File: src/rtl/core/pushbutton_debounce_autorepeat_defines.svh
// Assertion macros used by the RTL of the push-button qualifier.
`ifndef PUSHBUTTON_DEBOUNCE_AUTOREPEAT_DEFINES_SVH
`define PUSHBUTTON_DEBOUNCE_AUTOREPEAT_DEFINES_SVH

// Same-cycle implication, checked outside reset
`define PBDA_ASSERT_NOW(label, clk, rst_n, ante, cons, msg) \
    label: assert property (@(posedge clk) disable iff (!(rst_n)) (ante) |-> (cons)) \
        else $error(msg);

// Next-cycle implication, checked outside reset
`define PBDA_ASSERT_NEXT(label, clk, rst_n, ante, cons, msg) \
    label: assert property (@(posedge clk) disable iff (!(rst_n)) (ante) |=> (cons)) \
        else $error(msg);

`endif

File: src/rtl/core/pbda_pkg.sv
`timescale 1ns / 1ps

package pbda_pkg;

    // Fixed field widths
    localparam int CFG_W    = 16;
    localparam int MASK_W   = 8;
    localparam int BTN_W    = 3;
    localparam int ADDR_W   = 5;
    localparam int DATA_W   = 32;
    localparam int REG_IX_W = 3;

    // Item kinds
    localparam logic REQ_TICK   = 1'b0;
    localparam logic REQ_SAMPLE = 1'b1;

    // Register indexes (byte address = 4 * index)
    localparam logic [REG_IX_W-1:0] REG_RC_SLOW = 3'd0;
    localparam logic [REG_IX_W-1:0] REG_RC_FAST = 3'd1;
    localparam logic [REG_IX_W-1:0] REG_WT_SLOW = 3'd2;
    localparam logic [REG_IX_W-1:0] REG_WT_FAST = 3'd3;
    localparam logic [REG_IX_W-1:0] REG_MASK    = 3'd4;

    // Register values after reset
    localparam logic [CFG_W-1:0]  RST_RC_SLOW = 16'd3;
    localparam logic [CFG_W-1:0]  RST_RC_FAST = 16'd1;
    localparam logic [CFG_W-1:0]  RST_WT_SLOW = 16'd50;
    localparam logic [CFG_W-1:0]  RST_WT_FAST = 16'd20;
    localparam logic [MASK_W-1:0] RST_MASK    = 8'd0;

    // Configuration handed from the register file to the datapath
    typedef struct packed {
        logic [CFG_W-1:0]  repeat_count_slow;
        logic [CFG_W-1:0]  repeat_count_fast;
        logic [CFG_W-1:0]  wait_ticks_slow;
        logic [CFG_W-1:0]  wait_ticks_fast;
        logic [MASK_W-1:0] slow_class_mask;
    } t_cfg;

endpackage

File: src/rtl/core/pushbutton_debounce_autorepeat.sv
`timescale 1ns / 1ps
// Channel  | Direction | Handshake                    | Payload
// ---------+-----------+------------------------------+----------------------------------
// in       | input     | i_in_valid / o_in_stall      | i_req_type, i_button_index, i_level
// out      | output    | o_out_valid / i_out_stall    | o_result_button, o_pressed
// cfg      | input     | psel, penable, pwrite, pready| paddr, pwdata, prdata
//
// One item per cycle while o_in_stall is low; a sample passes the input register,
// then its result is loaded into the output register. The input register feeds the
// update logic on the per-button counter and timer registers; ticks update all
// timers at once and give no beat. Reset (synchronous, active low) clears all
// counters and timers at once. A stalled output holds its beat; the input stage
// then holds a sample until the output frees, while a tick always passes through.

module pushbutton_debounce_autorepeat #(
    parameter int NUM_BUTTONS = 8,
    parameter int COUNT_WIDTH = 16
) (
    input  logic                        i_clk,
    input  logic                        i_rst_n,
    input  logic                        i_in_valid,
    output logic                        o_in_stall,
    input  logic                        i_req_type,
    input  logic [pbda_pkg::BTN_W-1:0]  i_button_index,
    input  logic                        i_level,
    output logic                        o_out_valid,
    input  logic                        i_out_stall,
    output logic [pbda_pkg::BTN_W-1:0]  o_result_button,
    output logic                        o_pressed,
    input  logic                        psel,
    input  logic                        penable,
    input  logic                        pwrite,
    input  logic [pbda_pkg::ADDR_W-1:0] paddr,
    input  logic [pbda_pkg::DATA_W-1:0] pwdata,
    output logic [pbda_pkg::DATA_W-1:0] prdata,
    output logic                        pready
);

    import pbda_pkg::*;

`include "pushbutton_debounce_autorepeat_defines.svh"

    localparam int IDX_W = (NUM_BUTTONS > 1) ? $clog2(NUM_BUTTONS) : 1;

    t_cfg cfg;

    // Input stage
    logic             r_s1_valid;
    logic             r_s1_req;
    logic [BTN_W-1:0] r_s1_button;
    logic             r_s1_level;

    // Output stage
    logic             r_out_valid;
    logic [BTN_W-1:0] r_out_button;
    logic             r_out_pressed;

    // Per-button state
    logic [COUNT_WIDTH-1:0] r_count [NUM_BUTTONS];
    logic [COUNT_WIDTH-1:0] r_timer [NUM_BUTTONS];
    logic [COUNT_WIDTH-1:0] n_count [NUM_BUTTONS];
    logic [COUNT_WIDTH-1:0] n_timer [NUM_BUTTONS];

    logic                   out_free;
    logic                   s1_fire;
    logic                   in_accept;
    logic                   is_sample;
    logic                   in_range;
    logic [IDX_W-1:0]       sel;
    logic [COUNT_WIDTH-1:0] cur_count;
    logic [COUNT_WIDTH-1:0] cur_timer;
    logic                   hit;
    logic                   press;
    logic                   slow;
    logic [COUNT_WIDTH-1:0] reload_count;
    logic [COUNT_WIDTH-1:0] reload_timer;

    pbda_regs u_regs (
        .i_clk   (i_clk),
        .i_rst_n (i_rst_n),
        .psel    (psel),
        .penable (penable),
        .pwrite  (pwrite),
        .paddr   (paddr),
        .pwdata  (pwdata),
        .prdata  (prdata),
        .pready  (pready),
        .o_cfg   (cfg)
    );

    // Handshake: ticks never wait on the output side
    assign is_sample  = (r_s1_req == REQ_SAMPLE);
    assign out_free   = !r_out_valid || !i_out_stall;
    assign s1_fire    = r_s1_valid && (!is_sample || out_free);
    assign o_in_stall = r_s1_valid && !s1_fire;
    assign in_accept  = i_in_valid && !o_in_stall;

    // Select the sampled button's state
    assign in_range  = (32'(r_s1_button) < NUM_BUTTONS);
    assign sel       = in_range ? IDX_W'(r_s1_button) : '0;
    assign cur_count = r_count[sel];
    assign cur_timer = r_timer[sel];
    assign hit       = is_sample && in_range && !r_s1_level && (cur_timer == '0);
    assign press     = hit && (cur_count == '0);

    // Pick the class reload values
    assign slow         = cfg.slow_class_mask[r_s1_button];
    assign reload_count = slow ? COUNT_WIDTH'(cfg.repeat_count_slow)
                               : COUNT_WIDTH'(cfg.repeat_count_fast);
    assign reload_timer = slow ? COUNT_WIDTH'(cfg.wait_ticks_slow)
                               : COUNT_WIDTH'(cfg.wait_ticks_fast);

    // Next state of every button
    always_comb begin
        for (int b = 0; b < NUM_BUTTONS; b++) begin
            n_count[b] = r_count[b];
            n_timer[b] = r_timer[b];
            if (s1_fire && !is_sample && (r_timer[b] != '0)) begin
                n_timer[b] = r_timer[b] - COUNT_WIDTH'(1);
            end
            if (s1_fire && hit && (IDX_W'(b) == sel)) begin
                if (press) begin
                    n_count[b] = reload_count;
                    n_timer[b] = reload_timer;
                end else begin
                    n_count[b] = r_count[b] - COUNT_WIDTH'(1);
                end
            end
        end
    end

    always_ff @(posedge i_clk) begin
        if (!i_rst_n) begin
            for (int b = 0; b < NUM_BUTTONS; b++) begin
                r_count[b] <= '0;
                r_timer[b] <= '0;
            end
        end else begin
            r_count <= n_count;
            r_timer <= n_timer;
        end
    end

    // Load the input stage, drop it once processed
    always_ff @(posedge i_clk) begin
        if (!i_rst_n) begin
            r_s1_valid <= 1'b0;
        end else if (in_accept) begin
            r_s1_valid <= 1'b1;
        end else if (s1_fire) begin
            r_s1_valid <= 1'b0;
        end
    end

    always_ff @(posedge i_clk) begin
        if (in_accept) begin
            r_s1_req    <= i_req_type;
            r_s1_button <= i_button_index;
            r_s1_level  <= i_level;
        end
    end

    // Output beat: load on a sample, hold while stalled
    always_ff @(posedge i_clk) begin
        if (!i_rst_n) begin
            r_out_valid <= 1'b0;
        end else if (s1_fire && is_sample) begin
            r_out_valid <= 1'b1;
        end else if (!i_out_stall) begin
            r_out_valid <= 1'b0;
        end
    end

    always_ff @(posedge i_clk) begin
        if (s1_fire && is_sample) begin
            r_out_button  <= r_s1_button;
            r_out_pressed <= press;
        end
    end

    assign o_out_valid     = r_out_valid;
    assign o_result_button = r_out_button;
    assign o_pressed       = r_out_pressed;

    // Checks
    `PBDA_ASSERT_NEXT(a_sample_gives_beat, i_clk, i_rst_n,
        s1_fire && is_sample,
        r_out_valid && (r_out_button == $past(r_s1_button)),
        "sample did not produce its beat")
    `PBDA_ASSERT_NEXT(a_press_reported, i_clk, i_rst_n,
        s1_fire && press,
        r_out_pressed && (r_count[$past(sel)] == $past(reload_count)),
        "qualified press not reported or counter not reloaded")
    `PBDA_ASSERT_NEXT(a_held_item_kept, i_clk, i_rst_n,
        r_s1_valid && !s1_fire,
        r_s1_valid && $stable(r_s1_button) && $stable(r_s1_req),
        "held input item lost or changed")
    `PBDA_ASSERT_NOW(a_tick_never_stalls, i_clk, i_rst_n,
        r_s1_valid && !is_sample,
        !o_in_stall,
        "tick held in the input stage")

endmodule

File: src/rtl/core/pbda_regs.sv
`timescale 1ns / 1ps

module pbda_regs (
    input  logic                        i_clk,
    input  logic                        i_rst_n,
    input  logic                        psel,
    input  logic                        penable,
    input  logic                        pwrite,
    input  logic [pbda_pkg::ADDR_W-1:0] paddr,
    input  logic [pbda_pkg::DATA_W-1:0] pwdata,
    output logic [pbda_pkg::DATA_W-1:0] prdata,
    output logic                        pready,
    output pbda_pkg::t_cfg              o_cfg
);

    import pbda_pkg::*;

    t_cfg                r_cfg;
    logic                wr_en;
    logic [REG_IX_W-1:0] reg_ix;

    assign pready = 1'b1;
    assign wr_en  = psel && penable && pwrite && pready;
    assign reg_ix = paddr[ADDR_W-1:2];

    // Write on the access phase; unknown indexes are dropped
    always_ff @(posedge i_clk) begin
        if (!i_rst_n) begin
            r_cfg.repeat_count_slow <= RST_RC_SLOW;
            r_cfg.repeat_count_fast <= RST_RC_FAST;
            r_cfg.wait_ticks_slow   <= RST_WT_SLOW;
            r_cfg.wait_ticks_fast   <= RST_WT_FAST;
            r_cfg.slow_class_mask   <= RST_MASK;
        end else if (wr_en) begin
            unique case (reg_ix)
                REG_RC_SLOW: r_cfg.repeat_count_slow <= pwdata[CFG_W-1:0];
                REG_RC_FAST: r_cfg.repeat_count_fast <= pwdata[CFG_W-1:0];
                REG_WT_SLOW: r_cfg.wait_ticks_slow   <= pwdata[CFG_W-1:0];
                REG_WT_FAST: r_cfg.wait_ticks_fast   <= pwdata[CFG_W-1:0];
                REG_MASK:    r_cfg.slow_class_mask   <= pwdata[MASK_W-1:0];
                default: ;
            endcase
        end
    end

    // Read back
    always_comb begin
        unique case (reg_ix)
            REG_RC_SLOW: prdata = DATA_W'(r_cfg.repeat_count_slow);
            REG_RC_FAST: prdata = DATA_W'(r_cfg.repeat_count_fast);
            REG_WT_SLOW: prdata = DATA_W'(r_cfg.wait_ticks_slow);
            REG_WT_FAST: prdata = DATA_W'(r_cfg.wait_ticks_fast);
            REG_MASK:    prdata = DATA_W'(r_cfg.slow_class_mask);
            default:     prdata = '0;
        endcase
    end

    assign o_cfg = r_cfg;

endmodule

File: config.mk
export PLATFORM = sky130hd
export DESIGN_NAME = pushbutton_debounce_autorepeat
export DESIGN_NICKNAME = d
export VERILOG_FILES = /design/src/rtl/core/pbda_pkg.sv /design/src/rtl/core/pushbutton_debounce_autorepeat.sv /design/src/rtl/core/pbda_regs.sv
export VERILOG_INCLUDE_DIRS = /design/src /design/src/rtl/core
export SDC_FILE = /design/constraint.sdc
export NUM_CORES = 1
export LEC_CHECK = 0
export BUFFER_PORTS_ARGS = -buffer_cell sky130_fd_sc_hd__buf_4
export CORE_ASPECT_RATIO = 0.6
export CORE_UTILIZATION = 58
export CTS_CLUSTER_SIZE = 30
export DETAILED_ROUTE_END_ITERATION = 16
export PLACE_DENSITY = 0.77
export SKIP_CTS_REPAIR_TIMING = 1
export SYNTH_ARGS = -nofsm -noshare
export SYNTH_HDL_FRONTEND = slang
export SYNTH_SLANG_ARGS = --single-unit
File: constraint.sdc
create_clock -name i_clk -period 8.4 [get_ports i_clk]
set_input_delay 0.84 -clock i_clk [delete_from_list [all_inputs] [get_ports i_clk]]
set_output_delay 0.84 -clock i_clk [all_outputs]
set_load 0.01 [all_outputs]
==> metrics.md <==
| Metric | Value |
|---|---|
| Minimum clock period | `6.05 ns` |
| Worst R2R Path Depth | `11` |
| Detail Route Antenna Nets | `0` |
| CP peak stage delay | `1.02 ns` |
| Clock group share of total power | `30.1%` |
| Final setup vio count | `0` |
| Total number of yosys warnings | `0` |
| Drt initial violations | `2,504` |
| CTS Buf Count | `34` |
| CP dominant cell by count | `buf_4` |
| Ys flop type | `dfxtp_1` |
| #FFs+latches synth | `339` |
| Routed wire per std cell | `21.5 µm` |
| Die height | `140 µm` |
| Die W | `232 µm` |
| Reg power frac | `39.0%` |
| Critical path launch point type | `flip-flop` |
| Slowest-stage cell, CP | `or4_4` |
| Worst Hold Class | `flip-flop to flip-flop` |
| CP endpoint kind | `flip-flop` |
| Mapped cell area | `18,400 µm²` |
| Number of vias in the routed layout | `18,330` |
| Critical path class | `flip-flop to flip-flop` |
| Final wirelength | `59,900 µm` |
| Initial Utilization | `58.9%` |
| Clock root cell | `clkbuf_16` |
| Placer Congestion | `0.950` |
| Vias in the first global route | `16,416` |
| Area Overhead vs Synth | `8.72%` |
| Remaining routing DRC violations | `0` |
| Top fanout value on the critical path | `47` |
| CP bufs+invs | `3` |
| First-pass GRT wire length | `92,300 µm` |
| Reg2reg start | `r_s1_button[1]` |
| Largest net degree at the start of global routing | `167` |
| CP delay by family, top | `simple AND/OR/NAND/NOR gates` |
| Final core occ | `64.1%` |
| Port Buffer Count | `52` |
| Async set-reset flop share out of synthesis | `0%` |
| Status | `finished, final reports clean` |
| Setup TNS | `0 ns` |
| CP Cell Sequence | `buf_4, nand2b_1, o22ai_1, nor4_1, a32oi_1, or4_4, inv_2, buf_4, and2_1, a21oi_1, nor2_1` |
| Tcrit/Tclk final | `72.0%` |
| Die Footprint | `32,400 µm²` |
| FP Rows | `50` |
| Worst Setup EP | `r_timer[36]` |
| Slew Limit Fails | `0` |
| Core ar. | `31,200 µm²` |
| Worst path depth | `11` |
| Synthesized area per cell | `7.78 µm²` |
| R2R Path End | `r_timer[36]` |
| Slew @ Worst Pin | `1.40 ns` |
| Max cap viols | `0` |
| Crit path launch | `r_s1_button[1]` |
| Pwr dens | `256 nW/µm²` |
| Slew HR | `6.79%` |
| Worst-Skew Late Latency | `0.54 ns` |
| Unrepaired setup endpoints after global routing | `no` |
| Post-synthesis sequential area ratio | `37.5%` |
| Slack of the worst reg-to-reg path | `2.35 ns` |
| Fin nets | `2,412` |
| I/O pin total | `88` |
| Switching share of power | `35.4%` |
| Global route overflow | `0` |
| Layout cell share with drive strength beyond 1 | `8.77%` |
| Crit path DAT | `6.50 ns` |
| CTS Sinks | `339` |
| Int Power | `3.30 mW` |
| Clk slew on worst S/H paths | `0.06 ns` |
| HPWL after DPL | `39,400 µm` |
| Req. time, crit path | `8.86 ns` |
| Initial antenna violation count | `3` |
| Worst Skew | `0.0182 ns` |
| CTS tree | `built` |
| Tot GR Track Use | `36.2%` |
| Sw power | `1.81 mW` |
| Combinational power share | `30.9%` |
| Vias/cell | `6.60` |
| VDD IR-drop max | `0.000135 V` |
| DRT Pass-1 Iters | `8` |
| Clock tree buffer depth | `3` |
| Synth cell types | `77` |
| Fmax | `165 MHz` |
| H-tree lvl count | `2` |
| Endpoints failing hold | `0` |
| Pleak | `7.63 nW` |
| Post-synth EDFFs | `9` |
| Cells after Synth | `2,359` |
[final cells by class]
cell class | instances | area, µm²
Multi-Input combinational cell | 1844 | 10700
Inverter | 46 | 180
Fill cell | 2650 | 11200
Clock buffer | 53 | 1070
Sequential cell | 339 | 6880
Antenna cell | 2 | 5.00
Clock inverter | 5 | 23.8
Timing Repair Buffer | 74 | 556
Tap cell | 416 | 520
[power groups by stage]
stage | clock, mW | combinational [mW] | sequential (mW)
final | 1.54 | 1.58 | 1.99
after detailed placement | 0 | 1.53 | 2.02
after CTS | 1.53 | 1.54 | 1.98
after floorplan | 0 | 1.23 | 1.97
after global routing | 1.61 | 1.75 | 2.01
after global placement | 0 | 1.47 | 2.01
[synth_stat cells, drive strengths merged (37+ instances only)]
cell | number | area (µm²)
a21oi | 285 | 1430
buf | 55 | 362
clkbuf | 90 | 338
dfxtp | 330 | 6610
inv | 46 | 173
nand2 | 316 | 1190
nand3 | 65 | 325
nor2 | 264 | 1060
nor3 | 113 | 566
nor4 | 56 | 350
o21ai | 147 | 736
or4 | 37 | 285
xnor2 | 58 | 508
xor2 | 55 | 482
[kinds of logic (layout without fill, tap and decap cells)]
logic type	Yosys count	after routing	synth area share (%)
and+or+nand+nor	1031	1031	27.1
adders and majority gates	24	24	1.64
AOI/OAI and AO/OA	597	597	19.3
DFF	339	339	37.5
muxes	62	62	4.36
buffers and inverters	191	178	4.75
xor gates and xnor gates	113	113	5.39
other	2	19	0.0409
[per-layer routing]
metal / share of wire, % / track usage [%] / wire length (µm)
met1: 43 / 52.8 / 25500
met2: 40 / 49.4 / 24000
met3: 14 / 11.4 / 8440
met4: 3.2 / 13.4 / 1900
met5: 0 / 0 / 0
[registers in the layout, summed over array words and instances (netlist names)]
name,count
is_sample,1
o_out_valid,1
o_pressed,1
o_result_button,3
r_count,128
r_s1_button,3
r_s1_level,1
r_s1_valid,1
r_timer,128
u_regs.o_cfg,72
[metrics by stage]
step | worst slack (ns) | power, mW | instances | hold WS (ns) | instance area [µm²]
3_3_place_gp | 2.72 | 3.48 | 2719 | 0.439 | 18900
2_1_floorplan | 5.29 | 3.21 | 2374 | 0.426 | 18400
3_5_place_dp | 2.62 | 3.54 | 2719 | 0.447 | 18900
5_1_grt | 2.31 | 5.37 | 2777 | 0.476 | 20000
4_1_cts | 2.60 | 5.06 | 2777 | 0.456 | 20000
6_report | 2.35 | 5.11 | 2779 | 0.459 | 20000
[worst min path at each step]
stage                     start          end  slack [ns]  depth (start not counted)
floorplan           r_count[22]  r_count[22]        0.43                          2
global placement    r_count[22]  r_count[22]        0.44                          2
detailed placement  r_count[22]  r_count[22]        0.45                          2
CTS                 r_count[22]  r_count[22]        0.46                          2
global route         i_req_type    is_sample        0.48                          1
finish              r_count[22]  r_count[22]        0.46                          2
[worst reg2reg max path, stage by stage, from the launching register on]
cell and delay [ns]:
edfxtp_1 0.66, buf_4 0.43, nand2b_1 0.35, o22ai_1 0.14, nor4_1 0.46, a32oi_1 0.59
or4_4 1.02, inv_2 0.89, buf_4 0.59, and2_1 0.54, a21oi_1 0.16, nor2_1 0.13
[cell usage in the layout (no fill, tap or decap), drive strengths merged, types with 22 or more instances in the layout]
cell type	count
o21ai	147
or3	29
xor2	55
mux2	24
mux2i	26
ha	24
a32o	24
xnor2	58
or4	37
nor2b	22
nand2b	22
clkbuf	53
buf	74
dfxtp	330
nor4	56
nor3	113
inv	46
nor2	264
a21oi	285
nand3	65
nand2	316
and2	32
(Power assumes the default switching activity.)
